<file path="src/sv/gabb_pkg.sv">
package gabb_pkg;

  // Largest image side that clipping honours; larger register values are capped.
  localparam int MaxImageDim = 4096;
  localparam logic [12:0] MaxImageDimW = 13'(MaxImageDim);

  // Configuration register indexes.
  typedef enum logic [2:0] {
    REG_IMAGE_WIDTH  = 3'd0,
    REG_IMAGE_HEIGHT = 3'd1,
    REG_CHANNEL_MODE = 3'd2,
    REG_SOURCE_MODE  = 3'd3,
    REG_ORIGIN_X     = 3'd4,
    REG_ORIGIN_Y     = 3'd5,
    REG_TEXT_COLOUR  = 3'd6
  } cfg_reg_t;

  // Destination channel layouts. The unused code behaves as four channels.
  typedef enum logic [1:0] {
    CH_ONE   = 2'd0,
    CH_THREE = 2'd1,
    CH_FOUR  = 2'd2
  } chan_mode_t;

  // Glyph pixel formats.
  typedef enum logic {
    SRC_GREY = 1'b0,
    SRC_BGRA = 1'b1
  } src_mode_t;

  typedef struct packed {
    logic [7:0] glyph_col;
    logic [7:0] glyph_row;
    logic [7:0] src_blue;
    logic [7:0] src_green;
    logic [7:0] src_red;
    logic [7:0] src_alpha;
    logic [7:0] dst_chan0;
    logic [7:0] dst_chan1;
    logic [7:0] dst_chan2;
  } px_in_t;

  typedef struct packed {
    logic        write_enable;
    logic [11:0] dest_x;
    logic [11:0] dest_y;
    logic [7:0]  out_chan0;
    logic [7:0]  out_chan1;
    logic [7:0]  out_chan2;
    logic [7:0]  out_chan3;
  } px_out_t;

endpackage

</file>
<file path="src/sv/glyph_alpha_blend_blit_top.sv">
// Channel   Signals                          Width   Direction
// -------   -------------------------------  ------  ---------
// pixel in  in_valid, in_ready, in_data      72      request in
// pixel out out_valid, out_ready, out_data   57      request out
// config    cfg_we, cfg_index, cfg_data      1+3+24  write only
//
// Each pixel request passes through the input register, then the result register;
// a new request is taken every cycle unless a stalled result fills both stages.
// The blend arithmetic lies between those two registers.
// Reset (rst, synchronous, active high) empties both stages and loads the
// register defaults; no clearing pass is needed.
// While a result waits on out_ready the input register can still take one more
// request, after which in_ready drops until the result is taken.
module glyph_alpha_blend_blit_top
  import gabb_pkg::*;
(
  input  logic        clk,
  input  logic        rst,
  input  logic        in_valid,
  output logic        in_ready,
  input  px_in_t      in_data,
  output logic        out_valid,
  input  logic        out_ready,
  output px_out_t     out_data,
  input  logic        cfg_we,
  input  logic [2:0]  cfg_index,
  input  logic [23:0] cfg_data
);

  // Blend of one byte: floor((dst*(255-a) + src*a) * 25501 / 6502500).
  // Since 6502500 = 255 * 25500, the result is floor(n/255) plus a carry that
  // only arises for remainders of 253 and 254 with a large enough n.
  function automatic logic [7:0] blend8(input logic [7:0] dst, input logic [7:0] src,
                                        input logic [7:0] a);
    logic [7:0]  inv_a;
    logic [15:0] m0;
    logic [15:0] m1;
    logic [15:0] n;
    logic [23:0] n257;
    logic [7:0]  p_est;
    logic [16:0] prod255;
    logic [16:0] rem;
    logic [7:0]  quo;
    logic [16:0] rem_fix;
    logic        carry;
    inv_a   = 8'd255 - a;
    m0      = 16'(dst) * 16'(inv_a);
    m1      = 16'(src) * 16'(a);
    n       = m0 + m1;
    // n*257/65536 undershoots n/255 by far less than one, so one correction step.
    n257    = {n, 8'd0} + {8'd0, n};
    p_est   = n257[23:16];
    prod255 = {1'b0, p_est, 8'd0} - {9'd0, p_est};
    rem     = {1'b0, n} - prod255;
    if (rem >= 17'd255) begin
      quo     = p_est + 8'd1;
      rem_fix = rem - 17'd255;
    end else begin
      quo     = p_est;
      rem_fix = rem;
    end
    carry = ((rem_fix == 17'd254) && (n >= 16'd25500)) ||
            ((rem_fix == 17'd253) && (n >= 16'd51000));
    return quo + {7'd0, carry};
  endfunction

  // Configuration registers.
  logic [12:0] image_width;
  logic [12:0] image_height;
  logic [1:0]  channel_mode;
  logic        source_mode;
  logic [15:0] origin_x;
  logic [15:0] origin_y;
  logic [23:0] text_colour;

  always_ff @(posedge clk) begin
    if (rst) begin
      image_width  <= MaxImageDimW;
      image_height <= MaxImageDimW;
      channel_mode <= CH_THREE;
      source_mode  <= SRC_GREY;
      origin_x     <= '0;
      origin_y     <= '0;
      text_colour  <= 24'hFFFFFF;
    end else if (cfg_we) begin
      case (cfg_reg_t'(cfg_index))
        REG_IMAGE_WIDTH:  image_width  <= cfg_data[12:0];
        REG_IMAGE_HEIGHT: image_height <= cfg_data[12:0];
        REG_CHANNEL_MODE: channel_mode <= cfg_data[1:0];
        REG_SOURCE_MODE:  source_mode  <= cfg_data[0];
        REG_ORIGIN_X:     origin_x     <= cfg_data[15:0];
        REG_ORIGIN_Y:     origin_y     <= cfg_data[15:0];
        REG_TEXT_COLOUR:  text_colour  <= cfg_data;
        default: begin
          // An index beyond the register list is dropped.
        end
      endcase
    end
  end

  // Two-stage pipeline: input register, then result register.
  logic    s1_valid;
  px_in_t  s1_data;
  logic    s2_ready;
  px_out_t result_next;

  assign s2_ready = !out_valid || out_ready;
  assign in_ready = !s1_valid || s2_ready;

  always_ff @(posedge clk) begin
    if (rst) begin
      s1_valid <= 1'b0;
    end else if (in_ready) begin
      s1_valid <= in_valid;
    end
    if (in_ready && in_valid) begin
      s1_data <= in_data;
    end
  end

  always_ff @(posedge clk) begin
    if (rst) begin
      out_valid <= 1'b0;
    end else if (s2_ready) begin
      out_valid <= s1_valid;
    end
    if (s2_ready && s1_valid) begin
      out_data <= result_next;
    end
  end

  // Clipping. Glyph coordinates are eight bits, so they are always inside the
  // glyph bound; only the image bounds matter. Sums are 17-bit two's complement.
  logic [16:0] dx;
  logic [16:0] dy;
  logic [12:0] w_cap;
  logic [12:0] h_cap;
  logic        in_image;

  assign dx    = {origin_x[15], origin_x} + {9'd0, s1_data.glyph_col};
  assign dy    = {origin_y[15], origin_y} + {9'd0, s1_data.glyph_row};
  assign w_cap = (image_width > MaxImageDimW) ? MaxImageDimW : image_width;
  assign h_cap = (image_height > MaxImageDimW) ? MaxImageDimW : image_height;
  assign in_image = !dx[16] && !dy[16] &&
                    (dx[15:0] < {3'd0, w_cap}) && (dy[15:0] < {3'd0, h_cap});

  // Colour path: grey glyphs paint the text colour, BGRA glyphs their own.
  logic [7:0] col_r;
  logic [7:0] col_g;
  logic [7:0] col_b;
  logic [7:0] blend0;
  logic [7:0] blend1;
  logic [7:0] blend2;

  always_comb begin
    if (source_mode == SRC_BGRA) begin
      col_r = s1_data.src_red;
      col_g = s1_data.src_green;
      col_b = s1_data.src_blue;
    end else begin
      col_r = text_colour[23:16];
      col_g = text_colour[15:8];
      col_b = text_colour[7:0];
    end
  end

  assign blend0 = blend8(s1_data.dst_chan0, col_r, s1_data.src_alpha);
  assign blend1 = blend8(s1_data.dst_chan1, col_g, s1_data.src_alpha);
  assign blend2 = blend8(s1_data.dst_chan2, col_b, s1_data.src_alpha);

  always_comb begin
    result_next = '0;
    if (in_image) begin
      result_next.write_enable = 1'b1;
      result_next.dest_x       = dx[11:0];
      result_next.dest_y       = dy[11:0];
      case (chan_mode_t'(channel_mode))
        CH_ONE: begin
          result_next.out_chan0 = blend0;
        end
        CH_THREE: begin
          result_next.out_chan0 = blend0;
          result_next.out_chan1 = blend1;
          result_next.out_chan2 = blend2;
        end
        default: begin
          // Four channels overwrite the pixel: white for grey glyphs, else RGBA.
          if (source_mode == SRC_BGRA) begin
            result_next.out_chan0 = s1_data.src_red;
            result_next.out_chan1 = s1_data.src_green;
            result_next.out_chan2 = s1_data.src_blue;
          end else begin
            result_next.out_chan0 = 8'd255;
            result_next.out_chan1 = 8'd255;
            result_next.out_chan2 = 8'd255;
          end
          result_next.out_chan3 = s1_data.src_alpha;
        end
      endcase
    end
  end

  // A clipped pixel carries an all-zero payload.
  a_clipped_zero: assert property (@(posedge clk) disable iff (rst)
    out_valid && !out_data.write_enable |-> out_data == '0)
    else $error("clipped result carries a non-zero payload");

  // A held input moves on whenever the result register is free.
  a_s1_advance: assert property (@(posedge clk) disable iff (rst)
    s1_valid && s2_ready |=> out_valid)
    else $error("input stage did not advance into a free result stage");

  // An accepted request always lands in the input register.
  a_in_capture: assert property (@(posedge clk) disable iff (rst)
    in_valid && in_ready |=> s1_valid)
    else $error("accepted request was not captured");

  // Back-pressure only when both stages are full and the output is stalled.
  a_ready_low: assert property (@(posedge clk) disable iff (rst)
    !in_ready |-> s1_valid && out_valid && !out_ready)
    else $error("in_ready dropped without a full, stalled pipeline");

endmodule

</file>
<file path="config.mk">
export PLATFORM = sky130hd
export DESIGN_NAME = glyph_alpha_blend_blit_top
export DESIGN_NICKNAME = d
export VERILOG_FILES = /design/src/sv/gabb_pkg.sv /design/src/sv/glyph_alpha_blend_blit_top.sv
export SDC_FILE = /design/constraint.sdc
export NUM_CORES = 1
export LEC_CHECK = 0
export BUFFER_PORTS_ARGS = -buffer_cell sky130_fd_sc_hd__buf_2
export CAP_MARGIN = 25
export CORE_ASPECT_RATIO = 0.8
export CORE_MARGIN = 2
export CORE_UTILIZATION = 33
export DETAILED_ROUTE_END_ITERATION = 10
export PLACE_DENSITY_LB_ADDON = 0.12
export SLEW_MARGIN = 10
export SYNTH_ARGS = -nofsm -noshare
export SYNTH_HDL_FRONTEND = slang
export SYNTH_SLANG_ARGS = --single-unit
</file>
<file path="constraint.sdc">
create_clock -name clk -period 15.5 [get_ports clk]
set_input_delay 1.55 -clock clk [delete_from_list [all_inputs] [get_ports clk]]
set_output_delay 1.55 -clock clk [all_outputs]
set_load 0.005 [all_outputs]
</file>
==> impl_metrics.yaml <==
placement:
  portBuffers: 162
  dp_cells: 4476
  place_congestion: 0.8595
  hpwl_um: 66560
logic_synthesis:
  synth_common_cells: "inv_1 (552), ha_1 (344), fa_1 (290), nand2_1 (269), nor2b_1 (189)"
  synth_edf_count: 129
  yosysMostFrequentCell: "inv_1"
  synth_mux_area_share_pct: 1.426
  yosysSeqAreaShare_pct: 19.39
  synth_cell_types: 92
  synth_compound_area_share_pct: 11.52
  syn_avg_cell_area_sq_um: 8.927
  netlist_instances: 3244
  async_reset_ff_share_pct: 0
  synthFlopType: "edfxtp_1"
  synthSimpleGateAreaFrac_pct: 19.34
  syn_area_sq_mm: 0.02896
  synth_top_area_share_pct: 20.05
  synthXorXnorAreaFrac_pct: 4.818
  ys_top_cells_by_area: "fa_1 (20%), ha_1 (15%), edfxtp_1 (13%)"
  synth_adder_area_share_pct: 34.98
  synth_top_family_by_area: "adder cells"
  yosysTopAreaCell: "fa_1"
  synth_seq_cells: 216
  yosys_warnings: 0
floorplanning:
  rows: 97
  io-pin-count: 163
  core_area_sq_mm: 0.08726
  die_w_um: 335.2
  fp.dieH_um: 269.0
  initial_core_util_pct: 33.18
  die_area_sq_mm: 0.09015
sta:
  fin_hold_ws_ns: 0.4598
  post-route-min-period_ns: 14.48
  worstMarginPinSlew_ns: 1.024
  fin_crit_sh_pct: 93.40
  fmax_mhz: 69.08
  rsz0062_at_grt: "false"
  drv_slew: 0
  finalSetupTns_ns: 0
  relSlewSlack_pct: 31.76
  setup_viol: 0
  hold_viol_final: 0
  clock_skew_ns: 0.04030
clocking:
  clkTransAtPathRegs_ns: 0.07
  cts_root_buf: "clkbuf_16"
  post-cts-setup-buffer-count: 0
  cts.sinks: 216
  h-tree-depth: 1
  cts_resized: 0
  clockBufferDepth: 3
  ctsHoldBuffers: 0
  clock_latency_ns: 0.62
  cts_made_buffers: 27
  cts_tree: "yes"
outcome:
  status: "completed"
setup_path:
  cpMostUsedCell: "ha_1"
  critPathLaunchType: "register"
  critPathMaxStageDelay_ns: 0.72
  crit_required_ns: 15.85
  setup.worst_path.class: "reg -> reg"
  cp_max_fo: 17
  end_kind: "register"
  arrival_ns: 14.82
  crit_path_top_delay_cell: "mux2i_1"
cells_and_area:
  fin_nets: 4108
  drive_above_1_share_pct: 8.611
  stdcell_count: 4532
  post-route-util_pct: 36.67
  syn_to_final_growth_pct: 10.50
global_route:
  use_met1_pct: 27.78
  grt_antenna_before_repair: 9
  busiest_layer: "met2"
  globalRoute.totalOverflow: 0
  use_met2_pct: 28.89
  track_usage_pct: 18.79
  grt_max_degree: 88
  grt.met3_usage_pct: 3.049
  grt_pass1_vias: 22290
  grt_pass1_wl_um: 131800
flow_run:
  drv_cap: 0
detailed_routing:
  drt-total-wl_um: 83770
  drtIter0Drc: 1094
  ant_nets: 0
  viasPerCell: 4.915
  first_pass_iters: 5
  drcViolationCount: 0
  routedWlPerCell_um: 18.48
  via_count: 22273
hold_path:
  hold_class: "reg -> reg"
==> state kept, by name (all words and copies together), names as in the netlist <==
register	count
s1_data	72
out_data	57
text_colour	24
origin_x	16
origin_y	16
image_height	13
image_width	13
channel_mode	2
out_valid	1
s1_valid	1
source_mode	1
==> metal layers <==
layer | routed length [um] | part of all wire, %
met5 | 84 | 0.10
met4 | 1474 | 1.8
met3 | 4006 | 4.8
met2 | 35830 | 43
met1 | 42370 | 51
==> cells by family after synthesis <==
group | count (synthesis)
other | 1
buffers and inverters | 654
AO/OA/AOI/OAI | 493
XOR/XNOR | 153
multiplexers | 39
flip-flops | 216
AND/OR/NAND/NOR | 1052
adder cells (fa/ha/maj) | 636
==> through the flow <==
step                      area (sq um)  setup slack (ns)
after CTS                        31940             1.052
after global placement           31070             1.250
after detailed placement         31090             1.072
after floorplan                  28970             2.376
final                            32000             1.024
after global routing             31990          0.008756
==> cell type report <==
type | instances | area [sq um]
clock inverters | 15 | 115.1
well taps | 1138 | 1424
clock buffers | 35 | 737.0
flip-flops and latches | 216 | 5617
diodes | 3 | 7.507
inverters | 553 | 2076
multi-input cells | 2376 | 20910
repair buffers | 196 | 1114
fillers | 9019 | 55270
==> worst max-delay path, delay by kind of cell, from the launching register on <==
| family | cells | cell delay [ns] |
|---|---|---|
| DFF | 1 | 0.52 |
| adders and majority gates | 13 | 5.37 |
| muxes | 3 | 1.08 |
| and+or+nand+nor | 10 | 2.72 |
| AOI/OAI and AO/OA | 17 | 3.53 |
| xor gates and xnor gates | 2 | 0.53 |
| buffers and inverters | 6 | 0.43 |
==> cells in the final DEF, fill, tap and decap left out, types with 41 or more instances in the layout <==
cell,n
inv_1,552
ha_1,344
fa_1,290
nand2_1,269
nor2b_1,188
buf_2,162
a21oi_1,157
nand2b_1,133
edfxtp_1,129
nor2_1,117
and2_1,115
xnor2_1,108
dfxtp_1,86
o21ai_0,59
nand3_1,48
nor3_1,47
xor2_1,41
==> path summary, 6_finish.rpt <==
path                                                from  cells after the start  slack [ns]                          to
worst max-delay path            source_mode$_SDFFE_PP0P_                     51        1.02  out_data[14]$_SDFFCE_PN0P_
worst min-delay path            origin_y[5]$_SDFFE_PP0P_                      2        0.46    origin_y[5]$_SDFFE_PP0P_
worst max register to register  source_mode$_SDFFE_PP0P_                     51        1.02  out_data[14]$_SDFFCE_PN0P_
worst min register to register  origin_y[5]$_SDFFE_PP0P_                      2        0.46    origin_y[5]$_SDFFE_PP0P_
Power is left out: the tool's default activity adds up to more than one toggle a clock period on the data nets, which glitch-free logic cannot reach.
